===== src/hw/rtl/sff_pkg.sv =====
`timescale 1ns / 1ps
// ----------------------------------------------------------------------------
// sff_pkg
// Shared constants and types for the folded symmetric FIR filter.
// ----------------------------------------------------------------------------
package sff_pkg;

  localparam int COEF_IDX_W = 6;
  localparam int SHIFT_W    = 5;

  localparam logic [SHIFT_W-1:0] SHIFT_RESET = 5'd15;

  // item kinds carried on in_tuser
  localparam logic CMD_FILTER = 1'b0;
  localparam logic CMD_COEF   = 1'b1;

  // sequencer to datapath control
  typedef struct packed {
    logic clr_acc;
    logic issue;
    logic last;
    logic shift_en;
  } mac_ctl_t;

endpackage


===== src/hw/rtl/sff_ram.sv =====
`timescale 1ns / 1ps
// ----------------------------------------------------------------------------
// sff_ram
// Generic single-write, single-read synchronous RAM with registered read.
// ----------------------------------------------------------------------------
module sff_ram #(
  parameter int W = 16,
  parameter int D = 93,
  localparam int AW = (D > 1) ? $clog2(D) : 1
) (
  input  logic          clk,
  input  logic          we,
  input  logic [AW-1:0] wa,
  input  logic [W-1:0]  wd,
  input  logic [AW-1:0] ra,
  output logic [W-1:0]  rq
);

  logic [W-1:0] mem [D];

  always_ff @(posedge clk) begin
    if (we) begin
      mem[wa] <= wd;
    end
    rq <= mem[ra];
  end

endmodule


===== src/hw/rtl/sff_mac.sv =====
`timescale 1ns / 1ps
// ----------------------------------------------------------------------------
// sff_mac
// Pre-add, multiply and accumulate pipeline with output shift and saturation.
// ----------------------------------------------------------------------------
module sff_mac
  import sff_pkg::*;
#(
  parameter int TAPS        = 93,
  parameter int SAMPLE_BITS = 16,
  parameter int COEF_BITS   = 16
) (
  input  logic                          clk,
  input  logic                          rst_n,
  input  mac_ctl_t                      ctl,
  input  logic signed [SAMPLE_BITS-1:0] dl_qa,
  input  logic signed [SAMPLE_BITS-1:0] dl_qb,
  input  logic signed [COEF_BITS-1:0]   cf_q,
  input  logic [SHIFT_W-1:0]            shift_amt,
  output logic                          acc_done,
  output logic [SAMPLE_BITS-1:0]        sat_val,
  output logic                          sat_clip
);

  localparam int HALF   = (TAPS - 1) / 2;
  localparam int PRE_W  = SAMPLE_BITS + 1;
  localparam int PROD_W = PRE_W + COEF_BITS;
  localparam int ACC_W  = PROD_W + $clog2(HALF + 1);
  localparam logic signed [ACC_W-1:0] SAT_MAX = ACC_W'((1 << (SAMPLE_BITS - 1)) - 1);
  localparam logic signed [ACC_W-1:0] SAT_MIN = -SAT_MAX - ACC_W'(1);

  logic                          d_vld_r, d_last_r;
  logic                          p_vld_r, p_last_r;
  logic                          m_vld_r, m_last_r;
  logic signed [SAMPLE_BITS-1:0] b_sel;
  logic signed [PRE_W-1:0]       pre_c, pre_r;
  logic signed [COEF_BITS-1:0]   coef_r;
  logic signed [PROD_W-1:0]      prod_c, prod_r;
  logic signed [ACC_W-1:0]       acc_r, sh_r;

  // middle tap has no partner
  assign b_sel  = d_last_r ? '0 : dl_qb;
  assign pre_c  = PRE_W'(dl_qa) + PRE_W'(b_sel);
  assign prod_c = pre_r * coef_r;

  always_ff @(posedge clk) begin
    if (!rst_n) begin
      d_vld_r  <= 1'b0;
      d_last_r <= 1'b0;
      p_vld_r  <= 1'b0;
      p_last_r <= 1'b0;
      m_vld_r  <= 1'b0;
      m_last_r <= 1'b0;
    end else begin
      d_vld_r  <= ctl.issue;
      d_last_r <= ctl.last;
      p_vld_r  <= d_vld_r;
      p_last_r <= d_last_r;
      m_vld_r  <= p_vld_r;
      m_last_r <= p_last_r;
    end
  end

  always_ff @(posedge clk) begin
    pre_r  <= pre_c;
    coef_r <= cf_q;
    prod_r <= prod_c;
    if (ctl.clr_acc) begin
      acc_r <= '0;
    end else if (m_vld_r) begin
      acc_r <= acc_r + ACC_W'(prod_r);
    end
    if (ctl.shift_en) begin
      sh_r <= acc_r >>> shift_amt;
    end
  end

  assign acc_done = m_vld_r && m_last_r;

  always_comb begin
    if (sh_r > SAT_MAX) begin
      sat_val  = SAT_MAX[SAMPLE_BITS-1:0];
      sat_clip = 1'b1;
    end else if (sh_r < SAT_MIN) begin
      sat_val  = SAT_MIN[SAMPLE_BITS-1:0];
      sat_clip = 1'b1;
    end else begin
      sat_val  = sh_r[SAMPLE_BITS-1:0];
      sat_clip = 1'b0;
    end
  end

  a_last_drains: assert property (@(posedge clk) disable iff (!rst_n)
    acc_done |-> !p_vld_r && !d_vld_r)
    else $error("more taps in flight after the last tap");

endmodule


===== src/hw/rtl/sff_seq.sv =====
`timescale 1ns / 1ps
// ----------------------------------------------------------------------------
// sff_seq
// Sequencer: clearing pass, delay line pointers, tap stepping and handshake.
// ----------------------------------------------------------------------------
module sff_seq
  import sff_pkg::*;
#(
  parameter int TAPS        = 93,
  parameter int SAMPLE_BITS = 16,
  parameter int COEF_BITS   = 16,
  localparam int HALF  = (TAPS - 1) / 2,
  localparam int PTR_W = $clog2(TAPS),
  localparam int CA_W  = $clog2(HALF + 1)
) (
  input  logic                   clk,
  input  logic                   rst_n,
  input  logic                   in_valid,
  input  logic                   in_cmd,
  input  logic [SAMPLE_BITS-1:0] in_sample,
  input  logic [COEF_IDX_W-1:0]  in_coef_idx,
  input  logic [COEF_BITS-1:0]   in_coef_val,
  output logic                   in_ready,
  input  logic                   out_busy,
  input  logic                   acc_done,
  output logic                   ld_out,
  output mac_ctl_t               ctl,
  output logic                   dl_we,
  output logic [PTR_W-1:0]       dl_wa,
  output logic [SAMPLE_BITS-1:0] dl_wd,
  output logic [PTR_W-1:0]       dl_ra_a,
  output logic [PTR_W-1:0]       dl_ra_b,
  output logic                   cf_we,
  output logic [CA_W-1:0]        cf_wa,
  output logic [COEF_BITS-1:0]   cf_wd,
  output logic [CA_W-1:0]        cf_ra
);

  localparam int IW = CA_W + COEF_IDX_W;
  localparam logic [PTR_W-1:0] LAST_SLOT = PTR_W'(TAPS - 1);
  localparam logic [PTR_W-1:0] HALF_SLOT = PTR_W'(HALF);
  localparam logic [CA_W-1:0]  LAST_STEP = CA_W'(HALF);
  localparam logic [IW-1:0]    HALF_IDX  = IW'(HALF);

  localparam logic [2:0] S_CLEAR = 3'd0;
  localparam logic [2:0] S_IDLE  = 3'd1;
  localparam logic [2:0] S_RUN   = 3'd2;
  localparam logic [2:0] S_DRAIN = 3'd3;
  localparam logic [2:0] S_SHIFT = 3'd4;
  localparam logic [2:0] S_DONE  = 3'd5;

  logic [2:0]       state_r, state_nxt;
  logic [PTR_W-1:0] clr_r, clr_nxt;
  logic [PTR_W-1:0] wp_r, wp_nxt;
  logic [PTR_W-1:0] a_r, a_nxt;
  logic [PTR_W-1:0] b_r, b_nxt;
  logic [CA_W-1:0]  k_r, k_nxt;
  logic [PTR_W-1:0] wp_inc;
  logic [IW-1:0]    idx_w;
  logic             accept, flt_acc, cf_acc, clearing;

  assign accept   = in_valid && in_ready;
  assign flt_acc  = accept && (in_cmd == CMD_FILTER);
  assign cf_acc   = accept && (in_cmd == CMD_COEF);
  assign clearing = (state_r == S_CLEAR);
  assign idx_w    = IW'(in_coef_idx);
  assign wp_inc   = (wp_r == LAST_SLOT) ? '0 : wp_r + 1'b1;

  always_comb begin
    state_nxt = state_r;
    clr_nxt   = clr_r;
    wp_nxt    = wp_r;
    a_nxt     = a_r;
    b_nxt     = b_r;
    k_nxt     = k_r;
    unique case (state_r)
      S_CLEAR: begin
        clr_nxt = clr_r + 1'b1;
        if (clr_r == LAST_SLOT) begin
          state_nxt = S_IDLE;
        end
      end
      S_IDLE: begin
        if (flt_acc) begin
          a_nxt     = wp_r;
          b_nxt     = wp_inc;
          wp_nxt    = wp_inc;
          k_nxt     = '0;
          state_nxt = S_RUN;
        end
      end
      S_RUN: begin
        a_nxt = (a_r == '0) ? LAST_SLOT : a_r - 1'b1;
        b_nxt = (b_r == LAST_SLOT) ? '0 : b_r + 1'b1;
        k_nxt = k_r + 1'b1;
        if (k_r == LAST_STEP) begin
          state_nxt = S_DRAIN;
        end
      end
      S_DRAIN: begin
        if (acc_done) begin
          state_nxt = S_SHIFT;
        end
      end
      S_SHIFT: begin
        state_nxt = S_DONE;
      end
      S_DONE: begin
        if (!out_busy) begin
          state_nxt = S_IDLE;
        end
      end
      default: begin
        state_nxt = S_IDLE;
      end
    endcase
  end

  always_ff @(posedge clk) begin
    if (!rst_n) begin
      state_r <= S_CLEAR;
      clr_r   <= '0;
      wp_r    <= '0;
      a_r     <= '0;
      b_r     <= '0;
      k_r     <= '0;
    end else begin
      state_r <= state_nxt;
      clr_r   <= clr_nxt;
      wp_r    <= wp_nxt;
      a_r     <= a_nxt;
      b_r     <= b_nxt;
      k_r     <= k_nxt;
    end
  end

  assign in_ready = (state_r == S_IDLE);
  assign ld_out   = (state_r == S_DONE) && !out_busy;

  assign ctl.clr_acc  = flt_acc;
  assign ctl.issue    = (state_r == S_RUN);
  assign ctl.last     = (k_r == LAST_STEP);
  assign ctl.shift_en = (state_r == S_SHIFT);

  // new sample lands at the acceptance edge, reads start next cycle
  assign dl_we   = clearing || flt_acc;
  assign dl_wa   = clearing ? clr_r : wp_r;
  assign dl_wd   = clearing ? '0 : in_sample;
  assign dl_ra_a = a_r;
  assign dl_ra_b = b_r;

  assign cf_we = clearing ? (clr_r <= HALF_SLOT) : (cf_acc && (idx_w <= HALF_IDX));
  assign cf_wa = clearing ? clr_r[CA_W-1:0] : idx_w[CA_W-1:0];
  assign cf_wd = clearing ? '0 : in_coef_val;
  assign cf_ra = k_r;

  a_start_newest: assert property (@(posedge clk) disable iff (!rst_n)
    flt_acc |=> state_r == S_RUN && k_r == '0 && a_r == $past(wp_r))
    else $error("tap walk does not start at the newest sample");

  a_done_in_drain: assert property (@(posedge clk) disable iff (!rst_n)
    acc_done |-> state_r == S_DRAIN)
    else $error("accumulator finished outside drain");

  a_dl_write_idle: assert property (@(posedge clk) disable iff (!rst_n)
    dl_we |-> state_r == S_CLEAR || state_r == S_IDLE)
    else $error("delay line written during a filter pass");

endmodule


===== src/hw/rtl/symmetric_fir_filter_top.sv =====
`timescale 1ns / 1ps
// ----------------------------------------------------------------------------
// symmetric_fir_filter_top
// Odd-length linear-phase FIR filter, folded over one shared multiplier.
// ----------------------------------------------------------------------------
// Input items arrive on in_tvalid/in_tready/in_tdata with the kind on
// in_tuser: 0 filters in_tdata's sample, 1 writes one of the HALF+1 unique
// Q15 coefficients (indexes above HALF are dropped). A filter item yields
// one output item on out_tdata (saturated sample) with out_tuser set when
// saturation clipped it; a coefficient write yields nothing.
// cfg_wr_en/cfg_wr_data load the output right shift (reset 15).
// The delay line and coefficient store sit in synchronous RAMs; every tap
// pair is read, pre-added and multiplied once, one pair per cycle.
// A filter item runs to its end before the next acceptance: HALF+1 RAM
// reads, the pre-add, multiply and accumulate registers, shift, saturate.
// A coefficient write is taken in idle and leaves the block idle.
// After reset the block zeroes both RAMs with in_tready low. A result
// waits in the output register while the receiver stalls; a further
// filter item stops before its result until that register is taken.
// ----------------------------------------------------------------------------
module symmetric_fir_filter_top
  import sff_pkg::*;
#(
  parameter int TAPS        = 93,
  parameter int SAMPLE_BITS = 16,
  parameter int COEF_BITS   = 16,
  localparam int IN_W  = ((SAMPLE_BITS + COEF_IDX_W + COEF_BITS + 7) / 8) * 8,
  localparam int OUT_W = ((SAMPLE_BITS + 7) / 8) * 8
) (
  input  logic               clk,
  input  logic               rst_n,
  input  logic               in_tvalid,
  output logic               in_tready,
  input  logic [IN_W-1:0]    in_tdata,   // sample_in, coef_index, coef_value
  input  logic               in_tuser,   // cmd
  output logic               out_tvalid,
  input  logic               out_tready,
  output logic [OUT_W-1:0]   out_tdata,  // filtered
  output logic               out_tuser,  // clipped
  input  logic               cfg_wr_en,
  input  logic [SHIFT_W-1:0] cfg_wr_data // output_shift
);

  localparam int HALF  = (TAPS - 1) / 2;
  localparam int PTR_W = $clog2(TAPS);
  localparam int CA_W  = $clog2(HALF + 1);
  localparam int IDX_LO = SAMPLE_BITS;
  localparam int VAL_LO = SAMPLE_BITS + COEF_IDX_W;
  localparam logic [SAMPLE_BITS-1:0] POS_RAIL = {1'b0, {(SAMPLE_BITS - 1){1'b1}}};
  localparam logic [SAMPLE_BITS-1:0] NEG_RAIL = {1'b1, {(SAMPLE_BITS - 1){1'b0}}};

  mac_ctl_t               ctl;
  logic [SHIFT_W-1:0]     shift_r;
  logic                   out_valid_r;
  logic [SAMPLE_BITS-1:0] filtered_r;
  logic                   clipped_r;
  logic                   out_busy, ld_out, acc_done;
  logic                   dl_we, cf_we;
  logic [PTR_W-1:0]       dl_wa, dl_ra_a, dl_ra_b;
  logic [SAMPLE_BITS-1:0] dl_wd, dl_qa, dl_qb;
  logic [CA_W-1:0]        cf_wa, cf_ra;
  logic [COEF_BITS-1:0]   cf_wd, cf_q;
  logic [SAMPLE_BITS-1:0] sat_val;
  logic                   sat_clip;

  assign out_busy = out_valid_r && !out_tready;

  sff_seq #(
    .TAPS        (TAPS),
    .SAMPLE_BITS (SAMPLE_BITS),
    .COEF_BITS   (COEF_BITS)
  ) u_seq (
    .clk         (clk),
    .rst_n       (rst_n),
    .in_valid    (in_tvalid),
    .in_cmd      (in_tuser),
    .in_sample   (in_tdata[SAMPLE_BITS-1:0]),
    .in_coef_idx (in_tdata[VAL_LO-1:IDX_LO]),
    .in_coef_val (in_tdata[VAL_LO+COEF_BITS-1:VAL_LO]),
    .in_ready    (in_tready),
    .out_busy    (out_busy),
    .acc_done    (acc_done),
    .ld_out      (ld_out),
    .ctl         (ctl),
    .dl_we       (dl_we),
    .dl_wa       (dl_wa),
    .dl_wd       (dl_wd),
    .dl_ra_a     (dl_ra_a),
    .dl_ra_b     (dl_ra_b),
    .cf_we       (cf_we),
    .cf_wa       (cf_wa),
    .cf_wd       (cf_wd),
    .cf_ra       (cf_ra)
  );

  // two copies of the delay line give the newer and older tap of a pair
  sff_ram #(.W(SAMPLE_BITS), .D(TAPS)) u_dl_a (
    .clk (clk),
    .we  (dl_we),
    .wa  (dl_wa),
    .wd  (dl_wd),
    .ra  (dl_ra_a),
    .rq  (dl_qa)
  );

  sff_ram #(.W(SAMPLE_BITS), .D(TAPS)) u_dl_b (
    .clk (clk),
    .we  (dl_we),
    .wa  (dl_wa),
    .wd  (dl_wd),
    .ra  (dl_ra_b),
    .rq  (dl_qb)
  );

  sff_ram #(.W(COEF_BITS), .D(HALF + 1)) u_coef (
    .clk (clk),
    .we  (cf_we),
    .wa  (cf_wa),
    .wd  (cf_wd),
    .ra  (cf_ra),
    .rq  (cf_q)
  );

  sff_mac #(
    .TAPS        (TAPS),
    .SAMPLE_BITS (SAMPLE_BITS),
    .COEF_BITS   (COEF_BITS)
  ) u_mac (
    .clk       (clk),
    .rst_n     (rst_n),
    .ctl       (ctl),
    .dl_qa     (dl_qa),
    .dl_qb     (dl_qb),
    .cf_q      (cf_q),
    .shift_amt (shift_r),
    .acc_done  (acc_done),
    .sat_val   (sat_val),
    .sat_clip  (sat_clip)
  );

  always_ff @(posedge clk) begin
    if (!rst_n) begin
      shift_r     <= SHIFT_RESET;
      out_valid_r <= 1'b0;
    end else begin
      if (cfg_wr_en) begin
        shift_r <= cfg_wr_data;
      end
      if (ld_out) begin
        out_valid_r <= 1'b1;
      end else if (out_tready) begin
        out_valid_r <= 1'b0;
      end
    end
  end

  always_ff @(posedge clk) begin
    if (ld_out) begin
      filtered_r <= sat_val;
      clipped_r  <= sat_clip;
    end
  end

  assign out_tvalid = out_valid_r;
  assign out_tdata  = OUT_W'(filtered_r);
  assign out_tuser  = clipped_r;

  a_clip_on_rail: assert property (@(posedge clk) disable iff (!rst_n)
    out_tvalid && out_tuser |-> filtered_r == POS_RAIL || filtered_r == NEG_RAIL)
    else $error("clipped item not at a rail");

endmodule


===== config.mk =====
export PLATFORM = sky130hd
export DESIGN_NAME = symmetric_fir_filter_top
export DESIGN_NICKNAME = d
export VERILOG_FILES = /design/src/hw/rtl/sff_pkg.sv /design/src/hw/rtl/sff_ram.sv /design/src/hw/rtl/sff_mac.sv /design/src/hw/rtl/sff_seq.sv /design/src/hw/rtl/symmetric_fir_filter_top.sv
export SDC_FILE = /design/constraint.sdc
export NUM_CORES = 2
export LEC_CHECK = 0
export BUFFER_PORTS_ARGS = -buffer_cell sky130_fd_sc_hd__buf_2
export CORE_ASPECT_RATIO = 1.75
export CORE_MARGIN = 2
export CORE_UTILIZATION = 50
export DETAILED_ROUTE_END_ITERATION = 8
export PLACE_DENSITY = 0.68
export SLEW_MARGIN = 20
export SYNTH_ARGS = -nofsm -noshare
export SYNTH_HDL_FRONTEND = slang
export SYNTH_HIERARCHICAL = 1
export SYNTH_SLANG_ARGS = --single-unit

===== constraint.sdc =====
create_clock -name clk -period 8.1 [get_ports clk]
set_input_delay 2.025 -clock clk [delete_from_list [all_inputs] [get_ports clk]]
set_output_delay 2.025 -clock clk [all_outputs]
set_load 0.02 [all_outputs]

==> flow_summary.toml <==
[global_routing]
grt_pass1_vias = 89500
gr_util_all_layers_pct = 24.5
grt_first_pass_wirelength_um = 610000
gr-total-overflow = 0
grt_max_degree = 179
antenna_found_initial = 23

[synth]
synth-adder-area-share_pct = 4.43
yosysWarningCount = 6
synth_seq_cells = 3986
postSynth.asyncResetShare_pct = 0
netlist-cell-type-count = 105
synth_simple_gate_area_share_pct = 4.12
synth_compound_area_share_pct = 3.92
synth-edff-count = 3784
synthMuxAreaShare_pct = 14.5
synth.yosys.seq_area_share_pct = 70.2
synth_area_per_cell_um2 = 18.3
ys.flop_type = "sky130_fd_sc_hd__edfxtp_1"
synth-xor-area-share_pct = 0.402
combinational_family_with_the_most_area_after_synthesis = "multiplexers"
syn-cell-area_mm2 = 0.168
synthCells = 9141
syn_nets = 9619

[floorplanning]
start_util_pct = 50.2
dieWidth_um = 442
ioPinCount = 70
num_rows = 281
die_h_um = 770
fp.dieArea_mm2 = 0.340
placeableCoreArea_mm2 = 0.334

[sta]
final.min_clock_period_ps = 6910
hold_viol_final = 0
setup_repair_after_global_routing_missed_its_margin = "false"
timing_max_transition_violations_final = 0
skew_ps = 97.2
max-slew-margin-rel_pct = 6.26
sum_of_negative_setup_slack_ps = 0
measured_slew_at_the_worst_slew_check_pin_ps = 1400
clock.fmax_ghz = 0.145
setup_viol = 0
timing.final.crit_share_pct = 85.3

[drt]
number_of_drc_violations_after_detailed_routing = 0
via_count = 86400
drt-total-wl_um = 420000
drtAntennaViolNets = 0
drt-initial-drc-count = 8337
detail_route.first_pass.iterations = 7
detail_route.vias_per_cell = 6.09
wl_per_cell_um = 29.6

[critical_path]
critical_register_to_register_path_endpoint = "u_mac/prod_r[31]$_DFF_P_"
worst-endpoint-required_ps = 8840
timing.reg2reg.setup_slack_ps = 1190
crit_arrival_ps = 7650
r2r-start = "u_mac/coef_r[9]$_DFF_P_"
critPathLaunchType = "register"
worst-r2r-cell-count = 22
critical_path_peak_fanout = 17
timing.setup.critical_path_class = "reg2reg"
worstSetupEndpointType = "register"

[hold_path]
min_to = "u_mac/p_vld_r$_SDFF_PN0_"
hp-class = "reg2reg"
min-delay-start = "u_mac/d_vld_r$_SDFF_PN0_"
worstHoldPathCells = 1

[place]
gp_congestion = 0.920
dpl.hpwl_um = 269000
placement.io_buffers = 67

[outcome]
status = "finished clean"

[clock_tree]
cts_buffers = 354
cts.path.max_buffers = 4
cts_htree_levels = 5
ctsResizeCount = 0
cts.hold.buffers_added = 0
clock_sinks = 3986
worst_skew_pair.late_latency_ps = 930
post_cts_buffers = 0
clk_pin_slew_ps = 70
ctsRootBufferMaster = "sky130_fd_sc_hd__clkbuf_16"
cts_tree = "built"

[layout]
fin_nets = 9918
area_delta_synth_final_pct = 10.9
commonest_cells_after_routing_fill_and_taps_aside = "3784 x sky130_fd_sc_hd__edfxtp_1, 859 x sky130_fd_sc_hd__mux4_2, 451 x sky130_fd_sc_hd__nand2_1"
drive_above_1_share_pct = 20.3
leading_cell_type_in_the_layout_fill_and_taps_excluded = "sky130_fd_sc_hd__edfxtp_1"

[run]
cap_viol_max_count = 0
-- Yosys cell counts (46+ instances only) --
library cell	n	area [µm²]
sky130_fd_sc_hd__edfxtp_1	3784	114000
sky130_fd_sc_hd__mux4_2	859	19300
sky130_fd_sc_hd__nand2_1	451	1690
sky130_fd_sc_hd__mux2i_1	440	4400
sky130_fd_sc_hd__nor2_1	415	1560
sky130_fd_sc_hd__inv_1	406	1520
sky130_fd_sc_hd__fa_1	278	5570
sky130_fd_sc_hd__clkbuf_1	223	837
sky130_fd_sc_hd__a21oi_1	221	1110
sky130_fd_sc_hd__dfxtp_1	202	4040
sky130_fd_sc_hd__and2_1	178	1110
sky130_fd_sc_hd__ha_1	149	1860
sky130_fd_sc_hd__o21ai_0	133	666
sky130_fd_sc_hd__a22oi_1	125	938
sky130_fd_sc_hd__buf_2	94	470
sky130_fd_sc_hd__buf_4	93	698
sky130_fd_sc_hd__nand3_1	89	445
sky130_fd_sc_hd__nor2b_1	86	538
sky130_fd_sc_hd__nand2b_1	55	344
sky130_fd_sc_hd__a211oi_1	54	405
sky130_fd_sc_hd__xnor2_1	51	447
sky130_fd_sc_hd__a221oi_1	47	412
sky130_fd_sc_hd__o221ai_1	46	403
-- state kept, by name (all words and copies together) (netlist names), 6 cells and up --
register and cells:
out_tdata 16, u_coef/mem 752, u_coef/rq 16, u_dl_a/mem 1488, u_dl_a/rq 16, u_dl_b/mem 1488
u_dl_b/rq 16, u_mac/acc_r 39, u_mac/coef_r 16, u_mac/pre_r 17, u_mac/prod_r 33, u_mac/sh_r 39
u_seq/cf_ra 6, u_seq/clr_r 7, u_seq/dl_ra_a 7, u_seq/dl_ra_b 7, u_seq/wp_r 7
-- cell type report --
cell class / instances / area (µm²)
Clock buffer: 447 / 9700
Fill cell: 25200 / 148000
Antenna cell: 56 / 140
Tap cell: 4386 / 5490
Sequential cell: 3986 / 118000
Timing Repair Buffer: 418 / 3240
Multi-Input combinational cell: 4267 / 46100
Clock inverter: 200 / 2100
Inverter: 413 / 1560
-- logic make-up after synthesis --
family                     count (synthesis)
adders and majority gates                427
and+or+nand+nor                         1456
muxes                                   1350
AOI/OAI and AO/OA                        957
buffers and inverters                    888
DFF                                     3986
xor gates and xnor gates                  77
-- worst max-delay path: stages (launching register included) --
cell                        delay, ps
sky130_fd_sc_hd__dfxtp_1          860
sky130_fd_sc_hd__nand2_1          190
sky130_fd_sc_hd__fa_1             570
sky130_fd_sc_hd__inv_1             50
sky130_fd_sc_hd__fa_1             500
sky130_fd_sc_hd__inv_1             50
sky130_fd_sc_hd__fa_1             480
sky130_fd_sc_hd__inv_1             60
sky130_fd_sc_hd__fa_1             520
sky130_fd_sc_hd__fa_1             550
sky130_fd_sc_hd__inv_1             50
sky130_fd_sc_hd__fa_1             530
sky130_fd_sc_hd__inv_1             40
sky130_fd_sc_hd__ha_1             340
sky130_fd_sc_hd__nand4_1          200
sky130_fd_sc_hd__a2111oi_1        450
sky130_fd_sc_hd__o31a_1           310
sky130_fd_sc_hd__o311ai_2         150
sky130_fd_sc_hd__a311oi_1         390
sky130_fd_sc_hd__nand4_1          140
sky130_fd_sc_hd__nand3_1          130
sky130_fd_sc_hd__o41ai_2           80
sky130_fd_sc_hd__xnor2_1          130
-- worst max path at each step --
stage / start / endpoint / cells after the start
floorplan: u_mac/pre_r[16]$_DFF_P_ / u_mac/prod_r[32]$_DFF_P_ / 22
global placement: u_mac/coef_r[9]$_DFF_P_ / u_mac/prod_r[31]$_DFF_P_ / 22
detailed placement: u_mac/coef_r[2]$_DFF_P_ / u_mac/prod_r[32]$_DFF_P_ / 19
CTS: u_mac/coef_r[2]$_DFF_P_ / u_mac/prod_r[30]$_DFF_P_ / 20
global route: u_mac/coef_r[9]$_DFF_P_ / u_mac/prod_r[31]$_DFF_P_ / 22
finish: u_mac/coef_r[9]$_DFF_P_ / u_mac/prod_r[31]$_DFF_P_ / 22
-- routing by layer --
metal  part of all wire, %  GRT usage [%]  wire length [µm]  vias to the layer above
li1                      -              -                 -                    36600
met1                    34           27.8            144000                    45400
met2                    52           43.8            220000                     3412
met3                   5.8           2.97             24200                      899
met4                   7.5           15.6             31400                        2
met5                0.0024              0                10                        -
-- metrics by stage --
stage	hold slack, ps	util [%]	setup slack [ps]	area (µm²)	cells
after global placement	417	52.1	1060	174000	13500
after detailed placement	427	52.1	1100	174000	13500
after global routing	450	55.7	756	186000	14200
after floorplan	310	-	1990	168000	9141
final	434	55.7	1190	186000	14200
after CTS	441	55.6	1100	186000	14100
Power is left out: the tool's default activity adds up to more than one toggle a clock period on the data nets, which glitch-free logic cannot reach.
